### config.mk
export PLATFORM = sky130hd
export DESIGN_NAME = soft_knee_stereo_compressor
export DESIGN_NICKNAME = d
export VERILOG_FILES = /design/src/sv/skc_pkg.sv /design/src/sv/skc_mul.sv /design/src/sv/soft_knee_stereo_compressor.sv
export SDC_FILE = /design/constraint.sdc
export NUM_CORES = 2
export LEC_CHECK = 0
export BUFFER_PORTS_ARGS = -buffer_cell sky130_fd_sc_hd__buf_4
export CAP_MARGIN = 20
export CORE_MARGIN = 2
export CORE_UTILIZATION = 63
export DETAILED_ROUTE_END_ITERATION = 8
export HOLD_SLACK_MARGIN = 0.12
export PLACE_DENSITY_LB_ADDON = 0.08
export REMOVE_ABC_BUFFERS = 1
export SLEW_MARGIN = 20
export SYNTH_ARGS = -nofsm -noshare
export SYNTH_HDL_FRONTEND = slang
export SYNTH_SLANG_ARGS = --single-unit
### constraint.sdc
create_clock -name clk -period 11.4 [get_ports clk]
set_input_delay 2.28 -clock clk [delete_from_list [all_inputs] [get_ports clk]]
set_output_delay 2.28 -clock clk [all_outputs]
set_load 0.03 [all_outputs]
### src/sv/skc_pkg.sv
`timescale 1ns / 1ps
// ----------------------------------------------------------------------------
// skc_pkg
// Shared types and constants of the soft knee stereo compressor.
// ----------------------------------------------------------------------------
package skc_pkg;

  localparam int CHANNELS = 2;

  localparam int SMP_W  = 24;
  localparam int MEAN_W = 47;
  localparam int OP_W   = 25;
  localparam int PROD_W = 2 * OP_W;

  localparam logic [16:0] LOG_CORR  = 17'd22528;
  localparam logic [17:0] DB_SCALE  = 18'd197283;
  localparam logic [13:0] EXP_SCALE = 14'd10885;
  localparam logic [16:0] ONE_Q16   = 17'd65536;

  localparam logic signed [15:0] THRESHOLD_RST = -16'sd3072;
  localparam logic [15:0] SLOPE_RST   = 16'd49152;
  localparam logic [12:0] KNEE_RST    = 13'd512;
  localparam logic [15:0] ATTACK_RST  = 16'd65387;
  localparam logic [15:0] RELEASE_RST = 16'd65521;
  localparam logic [15:0] MAKEUP_RST  = 16'd4096;

  typedef logic signed [OP_W-1:0]   mul_op_t;
  typedef logic signed [PROD_W-1:0] mul_prod_t;

  typedef enum logic [2:0] {
    REG_THRESHOLD,
    REG_SLOPE,
    REG_KNEE,
    REG_ATTACK,
    REG_RELEASE,
    REG_MAKEUP,
    REG_ENABLE
  } reg_idx_t;

  typedef enum logic [4:0] {
    S_IDLE,
    S_SQL,
    S_SQR,
    S_MEAN,
    S_NORM,
    S_CORR1,
    S_CORR2,
    S_LOG,
    S_LVL,
    S_OVER,
    S_DIV,
    S_K1,
    S_K2,
    S_K3,
    S_HARD,
    S_RED,
    S_EXP,
    S_EXPS,
    S_POW1,
    S_POW2,
    S_TGT,
    S_ENV1,
    S_ENV2,
    S_GAIN,
    S_GAIN2,
    S_APP1,
    S_APP2,
    S_APP3,
    S_OUT
  } state_t;

endpackage

### src/sv/skc_mul.sv
`timescale 1ns / 1ps
// ----------------------------------------------------------------------------
// skc_mul
// Shared signed 25x25 multiplier with a registered product.
// ----------------------------------------------------------------------------
module skc_mul (
  input  logic             clk,
  input  skc_pkg::mul_op_t a,
  input  skc_pkg::mul_op_t b,
  output skc_pkg::mul_prod_t prod
);
  import skc_pkg::*;

  always_ff @(posedge clk) begin
    prod <= a * b;
  end

endmodule

### src/sv/soft_knee_stereo_compressor.sv
`timescale 1ns / 1ps
// ----------------------------------------------------------------------------
// soft_knee_stereo_compressor
// Feed-forward rms compressor with soft knee, one stereo frame per item.
// ----------------------------------------------------------------------------
// throughput: one item at a time; all products go through one 25x25
//   multiplier and the knee quotient through a one bit per cycle divider
// reset: config registers take their default values, envelope clears to zero
module soft_knee_stereo_compressor (
  input  logic        clk,
  input  logic        rst,
  input  logic        in_valid,
  output logic        in_ready,
  input  logic [23:0] left_in,
  input  logic [23:0] right_in,
  input  logic        block_end,
  output logic        out_valid,
  input  logic        out_ready,
  output logic [23:0] left_out,
  output logic [23:0] right_out,
  output logic        block_end_out,
  input  logic        wr_en,
  input  logic [2:0]  wr_index,
  input  logic [15:0] wr_data
);
  import skc_pkg::*;

  state_t state, state_next;

  logic signed [15:0] thr;
  logic [15:0] slope, att, rel, makeup;
  logic [12:0] knee;
  logic        enable;

  logic [23:0] lsmp, rsmp, lout, rout;
  logic        be_r, sel, fall;
  logic [47:0] acc;
  logic [MEAN_W-1:0] m;
  logic [5:0]  lz;
  logic [2:0]  k;
  logic signed [15:0] level;
  logic [15:0] ov, q, red;
  logic [12:0] rem;
  logic [3:0]  dcnt;
  logic [21:0] e;
  logic [16:0] tgt, env;
  logic [32:0] gain;

  mul_op_t   mul_a, mul_b;
  mul_prod_t prod;

  logic [23:0] abs_l, abs_r, abs_x, xsel;
  logic [47:0] sum;
  logic [MEAN_W-1:0] mean;
  logic [5:0]  sh;
  logic        top_zero;
  logic [15:0] f;
  logic signed [23:0] log_l;
  logic signed [25:0] dval;
  logic signed [16:0] over;
  logic [13:0] r2;
  logic [16:0] g;
  logic [17:0] pw;
  logic [16:0] tgt_c, diff;
  logic        fall_c;
  logic [57:0] total;
  logic [29:0] mag;
  logic [23:0] sat;

  skc_mul u_mul (.clk(clk), .a(mul_a), .b(mul_b), .prod(prod));

  always_comb begin
    abs_l    = lsmp[23] ? 24'(-lsmp) : lsmp;
    abs_r    = rsmp[23] ? 24'(-rsmp) : rsmp;
    xsel     = sel ? rsmp : lsmp;
    abs_x    = sel ? abs_r : abs_l;
    sum      = {1'b0, acc[46:0]} + {1'b0, prod[46:0]};
    mean     = (CHANNELS >= 2) ? sum[47:1] : acc[46:0];
    sh       = 6'(1 << k);
    top_zero = (m >> (7'(MEAN_W) - 7'(sh))) == '0;
    f        = m[45:30];
    log_l    = $signed(24'(f)) + $signed(24'(prod[31:16])) - $signed(24'({lz, 16'd0}));
    dval     = 26'(prod >>> 24);
    over     = 17'(level) - 17'(thr);
    r2       = {rem, 1'b0};
    g        = ONE_Q16 - {1'b0, e[15:0]};
    pw       = 18'(ONE_Q16) + 18'(g) - 18'(prod[31:16]);
    tgt_c    = (e[21:16] >= 6'd17) ? 17'd0 : 17'(pw >> (e[21:16] + 6'd1));
    fall_c   = tgt < env;
    diff     = fall_c ? env - tgt : tgt - env;
    total    = 58'(acc[40:0]) + (58'(prod[39:0]) << 17);
    mag      = total[57:28];
    if (xsel[23]) begin
      sat = (mag > 30'd8388608) ? 24'h800000 : 24'(-mag);
    end else begin
      sat = (mag > 30'd8388607) ? 24'h7fffff : mag[23:0];
    end
  end

  // next state
  always_comb begin
    state_next = state;
    case (state)
      S_IDLE:  if (in_valid) state_next = enable ? S_SQL : S_OUT;
      S_SQL:   state_next = S_SQR;
      S_SQR:   state_next = S_MEAN;
      S_MEAN:  state_next = (mean == '0) ? S_OVER : S_NORM;
      S_NORM:  if (k == 3'd0) state_next = S_CORR1;
      S_CORR1: state_next = S_CORR2;
      S_CORR2: state_next = S_LOG;
      S_LOG:   state_next = S_LVL;
      S_LVL:   state_next = S_OVER;
      S_OVER: begin
        if (over <= 17'sd0) state_next = S_EXP;
        else if (over[15:0] < {3'd0, knee}) state_next = S_DIV;
        else state_next = S_HARD;
      end
      S_DIV:   if (dcnt == 4'd0) state_next = S_K1;
      S_K1:    state_next = S_K2;
      S_K2:    state_next = S_K3;
      S_K3:    state_next = S_RED;
      S_HARD:  state_next = S_RED;
      S_RED:   state_next = S_EXP;
      S_EXP:   state_next = S_EXPS;
      S_EXPS:  state_next = S_POW1;
      S_POW1:  state_next = S_POW2;
      S_POW2:  state_next = S_TGT;
      S_TGT:   state_next = S_ENV1;
      S_ENV1:  state_next = S_ENV2;
      S_ENV2:  state_next = S_GAIN;
      S_GAIN:  state_next = S_GAIN2;
      S_GAIN2: state_next = S_APP1;
      S_APP1:  state_next = S_APP2;
      S_APP2:  state_next = S_APP3;
      S_APP3:  state_next = sel ? S_OUT : S_APP1;
      S_OUT:   if (out_ready) state_next = S_IDLE;
      default: state_next = S_IDLE;
    endcase
  end

  // handshake and multiplier operands
  always_comb begin
    in_ready  = state == S_IDLE;
    out_valid = state == S_OUT;
    mul_a = '0;
    mul_b = '0;
    case (state)
      S_SQL:   begin mul_a = OP_W'(abs_l);          mul_b = OP_W'(abs_l);      end
      S_SQR:   begin mul_a = OP_W'(abs_r);          mul_b = OP_W'(abs_r);      end
      S_CORR1: begin mul_a = OP_W'(f);              mul_b = OP_W'(ONE_Q16 - 17'(f)); end
      S_CORR2: begin mul_a = OP_W'(prod[31:16]);    mul_b = OP_W'(LOG_CORR);   end
      S_LOG:   begin mul_a = OP_W'(log_l);          mul_b = OP_W'(DB_SCALE);   end
      S_K1:    begin mul_a = OP_W'(q);              mul_b = OP_W'(q);          end
      S_K2:    begin mul_a = OP_W'(prod[31:16]);    mul_b = OP_W'(ov);         end
      S_K3:    begin mul_a = OP_W'(prod[31:16]);    mul_b = OP_W'(slope);      end
      S_HARD:  begin mul_a = OP_W'(ov);             mul_b = OP_W'(slope);      end
      S_EXP:   begin mul_a = OP_W'(red);            mul_b = OP_W'(EXP_SCALE);  end
      S_POW1:  begin mul_a = OP_W'(g);              mul_b = OP_W'(e[15:0]);    end
      S_POW2:  begin mul_a = OP_W'(prod[31:16]);    mul_b = OP_W'(LOG_CORR);   end
      S_ENV1:  begin mul_a = OP_W'(diff);           mul_b = OP_W'(fall_c ? att : rel); end
      S_GAIN:  begin mul_a = OP_W'(env);            mul_b = OP_W'(makeup);     end
      S_APP1:  begin mul_a = OP_W'(abs_x);          mul_b = OP_W'(gain[16:0]); end
      S_APP2:  begin mul_a = OP_W'(abs_x);          mul_b = OP_W'(gain[32:17]); end
      default: ;
    endcase
  end

  always_ff @(posedge clk) begin
    if (rst) begin
      state  <= S_IDLE;
      thr    <= THRESHOLD_RST;
      slope  <= SLOPE_RST;
      knee   <= KNEE_RST;
      att    <= ATTACK_RST;
      rel    <= RELEASE_RST;
      makeup <= MAKEUP_RST;
      enable <= 1'b1;
      env    <= '0;
    end else begin
      state <= state_next;
      if (wr_en) begin
        case (reg_idx_t'(wr_index))
          REG_THRESHOLD: thr    <= $signed(wr_data);
          REG_SLOPE:     slope  <= wr_data;
          REG_KNEE:      knee   <= wr_data[12:0];
          REG_ATTACK:    att    <= wr_data;
          REG_RELEASE:   rel    <= wr_data;
          REG_MAKEUP:    makeup <= wr_data;
          REG_ENABLE:    enable <= wr_data[0];
          default: ;
        endcase
      end
      if (state == S_ENV2) begin
        env <= fall ? tgt + prod[32:16] : tgt - prod[32:16];
      end
    end
  end

  always_ff @(posedge clk) begin
    case (state)
      S_IDLE: begin
        lsmp <= left_in;
        rsmp <= right_in;
        be_r <= block_end;
        lout <= left_in;
        rout <= right_in;
      end
      S_SQR: acc <= prod[47:0];
      S_MEAN: begin
        m     <= mean;
        lz    <= '0;
        k     <= 3'd5;
        level <= -16'sd32768;
      end
      S_NORM: begin
        if (top_zero) begin
          m  <= m << sh;
          lz <= lz + sh;
        end
        k <= k - 3'd1;
      end
      S_LVL: begin
        if (dval < -26'sd32768) level <= -16'sd32768;
        else if (dval > 26'sd32767) level <= 16'sd32767;
        else level <= dval[15:0];
      end
      S_OVER: begin
        ov   <= over[15:0];
        rem  <= over[12:0];
        dcnt <= 4'd15;
        red  <= '0;
      end
      // restoring division of ov<<16 by the knee width
      S_DIV: begin
        if (r2 >= {1'b0, knee}) begin
          rem <= 13'(r2 - {1'b0, knee});
          q   <= {q[14:0], 1'b1};
        end else begin
          rem <= r2[12:0];
          q   <= {q[14:0], 1'b0};
        end
        dcnt <= dcnt - 4'd1;
      end
      S_RED:   red  <= prod[31:16];
      S_EXPS:  e    <= prod[29:8];
      S_TGT:   tgt  <= tgt_c;
      S_ENV1:  fall <= fall_c;
      S_GAIN2: begin
        gain <= prod[32:0];
        sel  <= 1'b0;
      end
      S_APP2: acc <= prod[47:0];
      S_APP3: begin
        if (sel) rout <= sat;
        else lout <= sat;
        sel <= 1'b1;
      end
      default: ;
    endcase
  end

  assign left_out      = lout;
  assign right_out     = rout;
  assign block_end_out = be_r;

endmodule

======== Word-level counts from Yosys, hierarchy flattened ========
Index checks and enable logic that the tools add are counted.
storage, ports and cells
  logic and storage cells ................. 175
  output and inout port bits .............. 51
  bits in registers ....................... 521
cells by class
  reductions and logical operators ........ 28
  equality and inequality tests ........... 41
  shifts and indexed selects .............. 4
  order comparisons ....................... 9
  muxes and demuxes ....................... 40
  add/sub/neg operators ................... 22
  multipliers ............................. 1
operators with widths
  operator                                                                           count
  25-bit case mux with 14 select lines                                               1
  25-bit case mux with 12 select lines                                               1
  24-bit 2-to-1 mux                                                                  9
  5-bit case mux with 28 select lines                                                1
  24-bit case mux with 2 select lines                                                2
  47-bit zero test                                                                   2
  47-bit case mux with 2 select lines                                                1
  24-bit negation                                                                    3
  5-bit == test, second input constant                                               13
  16-bit case mux with 2 select lines                                                2
  42-bit by 57-bit adder with 58-bit output                                          1
  17-bit subtractor                                                                  3
  25-bit by 25-bit multiplier with 50-bit output                                     1
  47-bit by 47-bit adder with 48-bit output                                          1
  16-bit 2-to-1 mux                                                                  3
  47-bit 2-to-1 mux                                                                  1
  47-bit by 6-bit left shift with 47-bit output                                      1
  47-bit by 7-bit >> shifter with 47-bit output                                      1
  5-bit by 4-bit == test with 1-bit output, second input constant                    8
  17-bit 2-to-1 mux                                                                  2
  30-bit by 23-bit greater-than comparator with 1-bit output, second input constant  1
  30-bit by 24-bit greater-than comparator with 1-bit output, second input constant  1
  5-bit 2-to-1 mux                                                                   6
  26-bit by 16-bit greater-than comparator with 1-bit output, second input constant  1
  other kinds (48)                                                                   79

======== Logic depth before layout (Yosys ltp) ========
  depth in word-level cells ............... 6
  gate-level depth with buffers ........... 44

======== Modules after synthesis ========
From an unflattened synthesis, not the netlist that was laid out.
second synthesis, totals
  cells, all modules ...................... 6677
  area total of the unflattened synthesis .. 60800.8 µm²
by module, submodules not included
  module                       cells each  area an instance (µm²)  instances
  soft_knee_stereo_compressor  4098        36707.7                 1
  skc_mul                      2579        24093.1                 1

======== Worst setup path before layout ========
OpenSTA, ideal clock, no wires.
  path type ............................... register to register
  from .................................... register tgt[1]
  to ...................................... register u_mul.prod[49]
  slack ................................... 1.080 ns
  clock period less this slack ............ 10.320 ns
  data arrival time ....................... 10.248 ns
  cell stages (with the launch flop) ...... 41
  setup time .............................. 0.072 ns
  data required time ...................... 11.328 ns
  cell sequence ........................... edfxtp_1 inv_1 ha_1 nor2b_1 o21ai_0 a21oi_1 o21ai_0 a31oi_1 o211ai_1 nand2_1 inv_2 buf_4 buf_2 mux2i_1 o21ai_1 clkbuf_1 nand2_1 fa_1 [5 not listed] fa_1 fa_1 fa_1 inv_1 fa_1 inv_1 ha_1 a21o_1 a21o_1 a21oi_1 nor2b_1 o21ai_0 nand2b_1 a21oi_1 nor2b_1 or4_1 o221ai_1 xnor2_1
on the way
  cells in the longest elaborated chain, start to end .. 4
  elaborated cells between the ends (all ways) .. 8
  those cells by class .................... add/sub: 2; mul: 1; order compare: 1; mux: 4
RTL lines
  element                                                                                       line                                                                   text
  from (decl)                                                                                   soft_knee_stereo_compressor.sv:46                                      logic [16:0] tgt, env;
  from (signal assigned)                                                                        soft_knee_stereo_compressor.sv:246                                     S_TGT: tgt <= tgt_c;
  17-bit less-than comparator (*)                                                               soft_knee_stereo_compressor.sv:89                                      fall_c = tgt < env;
  via fall_c                                                                                    soft_knee_stereo_compressor.sv:65                                      logic fall_c;
  16-bit 2-to-1 mux or 17-bit 2-to-1 mux (tied branches)                                        soft_knee_stereo_compressor.sv:160, soft_knee_stereo_compressor.sv:90
  25-bit case mux with 14 select lines or 25-bit case mux with 12 select lines (tied branches)  soft_knee_stereo_compressor.sv:147                                     case (state)
  25-bit by 25-bit multiplier with 50-bit output (*)                                            skc_mul.sv:15                                                          prod <= a * b;
  to (signal assigned)                                                                          skc_mul.sv:15
  to (decl)                                                                                     skc_mul.sv:10                                                          output skc_pkg::mul_prod_t prod
Mark *: on every way through the listed nets, which the timed path passes. The rest lies on a longest branch.
A chain may end at the register's enable or synchronous reset.

======== Worst setup path after layout ========
  from .................................... register lsmp[0]
  to ...................................... register u_mul.prod[44]
on the way
  cells in the longest elaborated chain, start to end .. 5
  elaborated cells between the ends (all ways) .. 6
  those cells by class .................... add/sub: 1; mul: 1; mux: 4
RTL lines
  element                                             line                                text
  from (decl)                                         soft_knee_stereo_compressor.sv:35   logic [23:0] lsmp, rsmp, lout, rout;
  from (signal assigned)                              soft_knee_stereo_compressor.sv:202  lsmp <= left_in;
  24-bit negation                                     soft_knee_stereo_compressor.sv:73   abs_l = lsmp[23] ? 24'(-lsmp) : lsmp;
  24-bit 2-to-1 mux (*)                               soft_knee_stereo_compressor.sv:73
  24-bit 2-to-1 mux                                   soft_knee_stereo_compressor.sv:76   abs_x = sel ? abs_r : abs_l;
  25-bit case mux with 12 select lines                soft_knee_stereo_compressor.sv:147
  25-bit by 25-bit multiplier with 50-bit output (*)  skc_mul.sv:15
Every way passes the cells marked *; elsewhere a longest branch is shown, timed or not.

==> impl_results.rst <==
.. list-table::
   :header-rows: 1

   * - Metric
     - Value
   * - Min Hold Slack
     - 454 ps
   * - Reg-to-reg setup timing slack
     - 200 ps
   * - Sink count of the clock tree
     - 521
   * - Total Nets Final
     - 8055
   * - Most frequent standard cell in the layout excluding fill and tap cells
     - sky130_fd_sc_hd__inv_1
   * - Hold WC Path Type
     - reg2reg
   * - Length of the first detailed-routing pass in iterations
     - 9
   * - Unrepaired setup endpoints after global routing
     - no
   * - Sequential Area
     - 14000 um^2
   * - CTS H-tree lvls
     - 2
   * - Final core utilization
     - 0.695
   * - Clock network latency to the later pin of the worst-skew pair
     - 720 ps
   * - Final GP Congestion
     - 1.10
   * - DIE AREA
     - 98200 um^2
   * - Endpoint with the worst hold slack
     - knee[12]$_SDFFE_PP0P_
   * - Post-synth EDFFs
     - 355
   * - DR vias
     - 54300
   * - Multi-input gate area in the final layout
     - 41700 um^2
   * - Distinct cell type count after synthesis
     - 96
   * - Non-filler cells in the finished layout
     - 8267
   * - Number of top-level pins
     - 124
   * - Time the worst path needs with I/O delays and setup
     - 11200 ps
   * - Proportion of register bits with asynchronous set or reset after synthesis
     - 0
   * - Worst min-delay path startpoint
     - knee[12]$_SDFFE_PP0P_
   * - Max Buffers Root-to-Sink
     - 3
   * - Number of pins with negative max-slew slack in the final report
     - 0
   * - Kind of capture point of the worst setup path
     - register
   * - Remaining DRCs
     - 0
   * - Arrival time of data at the critical path endpoint
     - 11770 ps
   * - Wire length of the first global-routing pass
     - 338000 um
   * - Largest net degree at the start of global routing
     - 90
   * - Power Dens Cells
     - 321 nW/um^2
   * - Drt via density
     - 6.56
   * - Biggest fanout along the worst timing path
     - 10
   * - XOR/XNOR share of the synthesized area
     - 0.0410
   * - Crit share post-route
     - 0.983
   * - Result of the run
     - finished clean
   * - Die extent in y
     - 313 um
   * - Reg2reg start
     - lsmp[0]$_DFFE_PP_
   * - CP required
     - 11970 ps
   * - Width of the die
     - 313 um
   * - Cell count after synthesis
     - 6807
   * - Sequential share of the synthesized area
     - 0.232
   * - CTS tree
     - yes
   * - Count of maximum capacitance violations
     - 0
   * - Detailed-route wire length per cell
     - 27.7 um
   * - Per-instance average area after synthesis
     - 8.86 um^2
   * - Slew at the pin with the worst max-slew slack
     - 1300 ps
   * - Max Clock Skew
     - 41.9 ps
   * - Path depth of the worst reg2reg path
     - 38
   * - Static Leak
     - 0.0297 uW
   * - Yosys warning total
     - 0
   * - Top_reg_cell synth
     - sky130_fd_sc_hd__edfxtp_1
   * - Synth Cell Area
     - 60300 um^2
   * - Post-DRT Antenna Nets
     - 0
   * - Adder and majority gate portion of the synthesized area
     - 0.296
   * - Highest-count cells in the layout ignoring fill and taps
     - 997 x sky130_fd_sc_hd__inv_1, 843 x sky130_fd_sc_hd__nand2_1, 641 x sky130_fd_sc_hd__fa_1, 410 x sky130_fd_sc_hd__nor2_1, 400 x sky130_fd_sc_hd__ha_1
   * - Antenna violations before repair
     - 9
   * - Number of CTS-inserted buffers
     - 61
   * - Hold Path Cell Cnt
     - 2
   * - P&R area growth vs syn
     - 9.30%
   * - Critical path launch point type
     - register
   * - Delay of the slowest cell on the worst path
     - 1010 ps
   * - Setup WS post-layout
     - 197 ps
   * - CTS Hold Bufs
     - 0
   * - Reg-to-Reg End
     - u_mul.prod[44]$_DFF_P_
   * - Root Buffer Master
     - sky130_fd_sc_hd__clkbuf_16
   * - Number of failing setup endpoints in the final timing report
     - 0
   * - Slew margin rel.
     - 0.131
   * - Simple-gate share of the synthesized area
     - 0.158
   * - Filler Cells Inserted
     - 7622
   * - Combinational family with the most area after synthesis
     - adder cells
   * - Number of global-route vias before repair
     - 52900
   * - Worst voltage drop across the vdd grid
     - 0.000345 V
   * - Proportion of layout cells with a drive suffix above 1
     - 0.0841
   * - DP Wirelength
     - 182000 um
   * - Cell total after placement
     - 8134
   * - Core footprint
     - 94900 um^2
   * - Count of buffers from port buffering
     - 123
   * - Number of flip-flops and latches in the synthesized netlist
     - 521
   * - CP max-delay cell
     - sky130_fd_sc_hd__a221oi_1
   * - Peak Freq
     - 0.0893 GHz
   * - Routed WL
     - 229000 um
   * - Proportion of synthesized area in mux cells
     - 0.0412
   * - Total congestion overflow
     - 0
   * - Final Hold Fails
     - 0
   * - Violation count after the first detailed-route iteration
     - 7418
   * - Reg clk slew, reported paths
     - 70 ps
   * - Category of the critical setup timing path
     - reg2reg
   * - Initial core utilization
     - 0.636
   * - Pre-CTS WS
     - 80.4 ps
   * - Setup tns final
     - 0 ps
   * - Synth Area in Compound Gates
     - 0.150
   * - Global routing usage summed across all routing layers
     - 0.464
   * - Row count
     - 113
==> critical path, delay by kind of cell, from the launching register on <==
kind / cells / cell delay [ps]
AND/OR/NAND/NOR: 10 / 1960
XOR/XNOR: 2 / 450
adder cells (fa/ha/maj): 9 / 4220
buffers and inverters: 8 / 640
flip-flops: 1 / 500
AO/OA/AOI/OAI: 9 / 3260
==> cell families after synthesis <==
group,count (synthesis)
AOI/OAI and AO/OA,1357
xor gates and xnor gates,282
adders and majority gates,1041
buffers and inverters,1318
DFF,521
muxes,239
other,2
and+or+nand+nor,2047
==> cell usage after synthesis (11+ instances only) <==
| cell | instances | area, um^2 |
|---|---|---|
| sky130_fd_sc_hd__o2111ai_1 | 17 | 149 |
| sky130_fd_sc_hd__o21a_1 | 52 | 390 |
| sky130_fd_sc_hd__nor2b_1 | 70 | 438 |
| sky130_fd_sc_hd__nand4_1 | 60 | 375 |
| sky130_fd_sc_hd__nand3b_1 | 26 | 195 |
| sky130_fd_sc_hd__dfxtp_1 | 166 | 3320 |
| sky130_fd_sc_hd__a211o_1 | 35 | 307 |
| sky130_fd_sc_hd__o31ai_1 | 27 | 203 |
| sky130_fd_sc_hd__xor2_1 | 109 | 955 |
| sky130_fd_sc_hd__and3_1 | 44 | 275 |
| sky130_fd_sc_hd__nand2b_1 | 42 | 263 |
| sky130_fd_sc_hd__o21ai_0 | 199 | 996 |
| sky130_fd_sc_hd__o22ai_1 | 52 | 325 |
| sky130_fd_sc_hd__o211a_1 | 12 | 120 |
| sky130_fd_sc_hd__a31o_2 | 12 | 105 |
| sky130_fd_sc_hd__o211ai_1 | 34 | 255 |
| sky130_fd_sc_hd__a221oi_1 | 34 | 298 |
| sky130_fd_sc_hd__nand3_1 | 131 | 656 |
| sky130_fd_sc_hd__nand2_1 | 844 | 3170 |
| sky130_fd_sc_hd__a31oi_1 | 40 | 250 |
| sky130_fd_sc_hd__buf_1 | 24 | 90.1 |
| sky130_fd_sc_hd__edfxtp_1 | 355 | 10700 |
| sky130_fd_sc_hd__xnor2_1 | 173 | 1520 |
| sky130_fd_sc_hd__o221ai_1 | 17 | 149 |
| sky130_fd_sc_hd__mux2i_1 | 218 | 2180 |
| sky130_fd_sc_hd__or2_2 | 21 | 131 |
| sky130_fd_sc_hd__and2_1 | 144 | 901 |
| sky130_fd_sc_hd__nor4_1 | 33 | 206 |
| sky130_fd_sc_hd__inv_1 | 1001 | 3760 |
| sky130_fd_sc_hd__o21bai_1 | 29 | 218 |
| sky130_fd_sc_hd__nor3_1 | 124 | 621 |
| sky130_fd_sc_hd__a21oi_1 | 398 | 1990 |
| sky130_fd_sc_hd__buf_2 | 11 | 55.1 |
| sky130_fd_sc_hd__fa_1 | 641 | 12800 |
| sky130_fd_sc_hd__ha_1 | 400 | 5000 |
| sky130_fd_sc_hd__a21o_1 | 124 | 931 |
| sky130_fd_sc_hd__a22o_1 | 13 | 114 |
| sky130_fd_sc_hd__mux2_2 | 15 | 169 |
| sky130_fd_sc_hd__a221o_1 | 15 | 150 |
| sky130_fd_sc_hd__a211oi_1 | 54 | 405 |
| sky130_fd_sc_hd__a22oi_1 | 61 | 458 |
| sky130_fd_sc_hd__or3_1 | 37 | 231 |
| sky130_fd_sc_hd__clkbuf_1 | 269 | 1010 |
| sky130_fd_sc_hd__nor2_1 | 418 | 1570 |
==> through the flow <==
stage / area [um^2] / total power [uW]
floorplan: 59200 / 13100
global placement: 63600 / 18300
detailed placement: 63600 / 18500
CTS: 65700 / 20600
global route: 65900 / 22600
finish: 65900 / 21200
==> what timing repair did <==
item	CTS	global route
setup endpoints to repair	1	17
gates resized for setup	1	23
pin swaps	0	2
setup buffers	0	6
==> power by group <==
group / internal, uW / switching [uW] / total (uW)
clock: 1120 / 929 / 2050
combinational: 5560 / 10500 / 16000
sequential: 2660 / 425 / 3090
==> worst max path at each step <==
stage                             end  cells after the start                  from
4_1_cts        u_mul.prod[44]$_DFF_P_                     41  tgt[1]$_SDFFCE_PP0P_
3_5_place_dp   u_mul.prod[44]$_DFF_P_                     41  tgt[1]$_SDFFCE_PP0P_
5_1_grt        u_mul.prod[44]$_DFF_P_                     40       m[35]$_DFFE_PP_
3_3_place_gp   u_mul.prod[44]$_DFF_P_                     41  tgt[1]$_SDFFCE_PP0P_
2_1_floorplan  u_mul.prod[49]$_DFF_P_                     37  tgt[1]$_SDFFCE_PP0P_
6_report       u_mul.prod[44]$_DFF_P_                     38     lsmp[0]$_DFFE_PP_
==> flip-flops by register name, summed over array words and instances (netlist names), 17 cells and up <==
register and flops:
right_out 24, e 22, lsmp 24, rsmp 24
tgt 17, m 47, u_mul.prod 50, env 17
acc 47, left_out 24, gain 33
==> per-layer routing <==
layer	vias to the layer above	global-route usage	wire length, um
li1	23300	-	-
met1	26200	0.605	83500
met2	3897	0.682	95900
met3	841	0.140	32000
met4	16	0.283	17400
met5	-	0	105
==> area by class of cell <==
cell class / count / area share
sequential: 521 / 0.212
clock buffer: 72 / 0.0245
tap: 1265 / 0.0240
antenna: 8 / 0.000304
inverter: 1010 / 0.0577
multi-input combinational: 4991 / 0.633
clock inverter: 44 / 0.00661
timing repair buffer: 356 / 0.0418
Power figures use the tool's default switching activity.
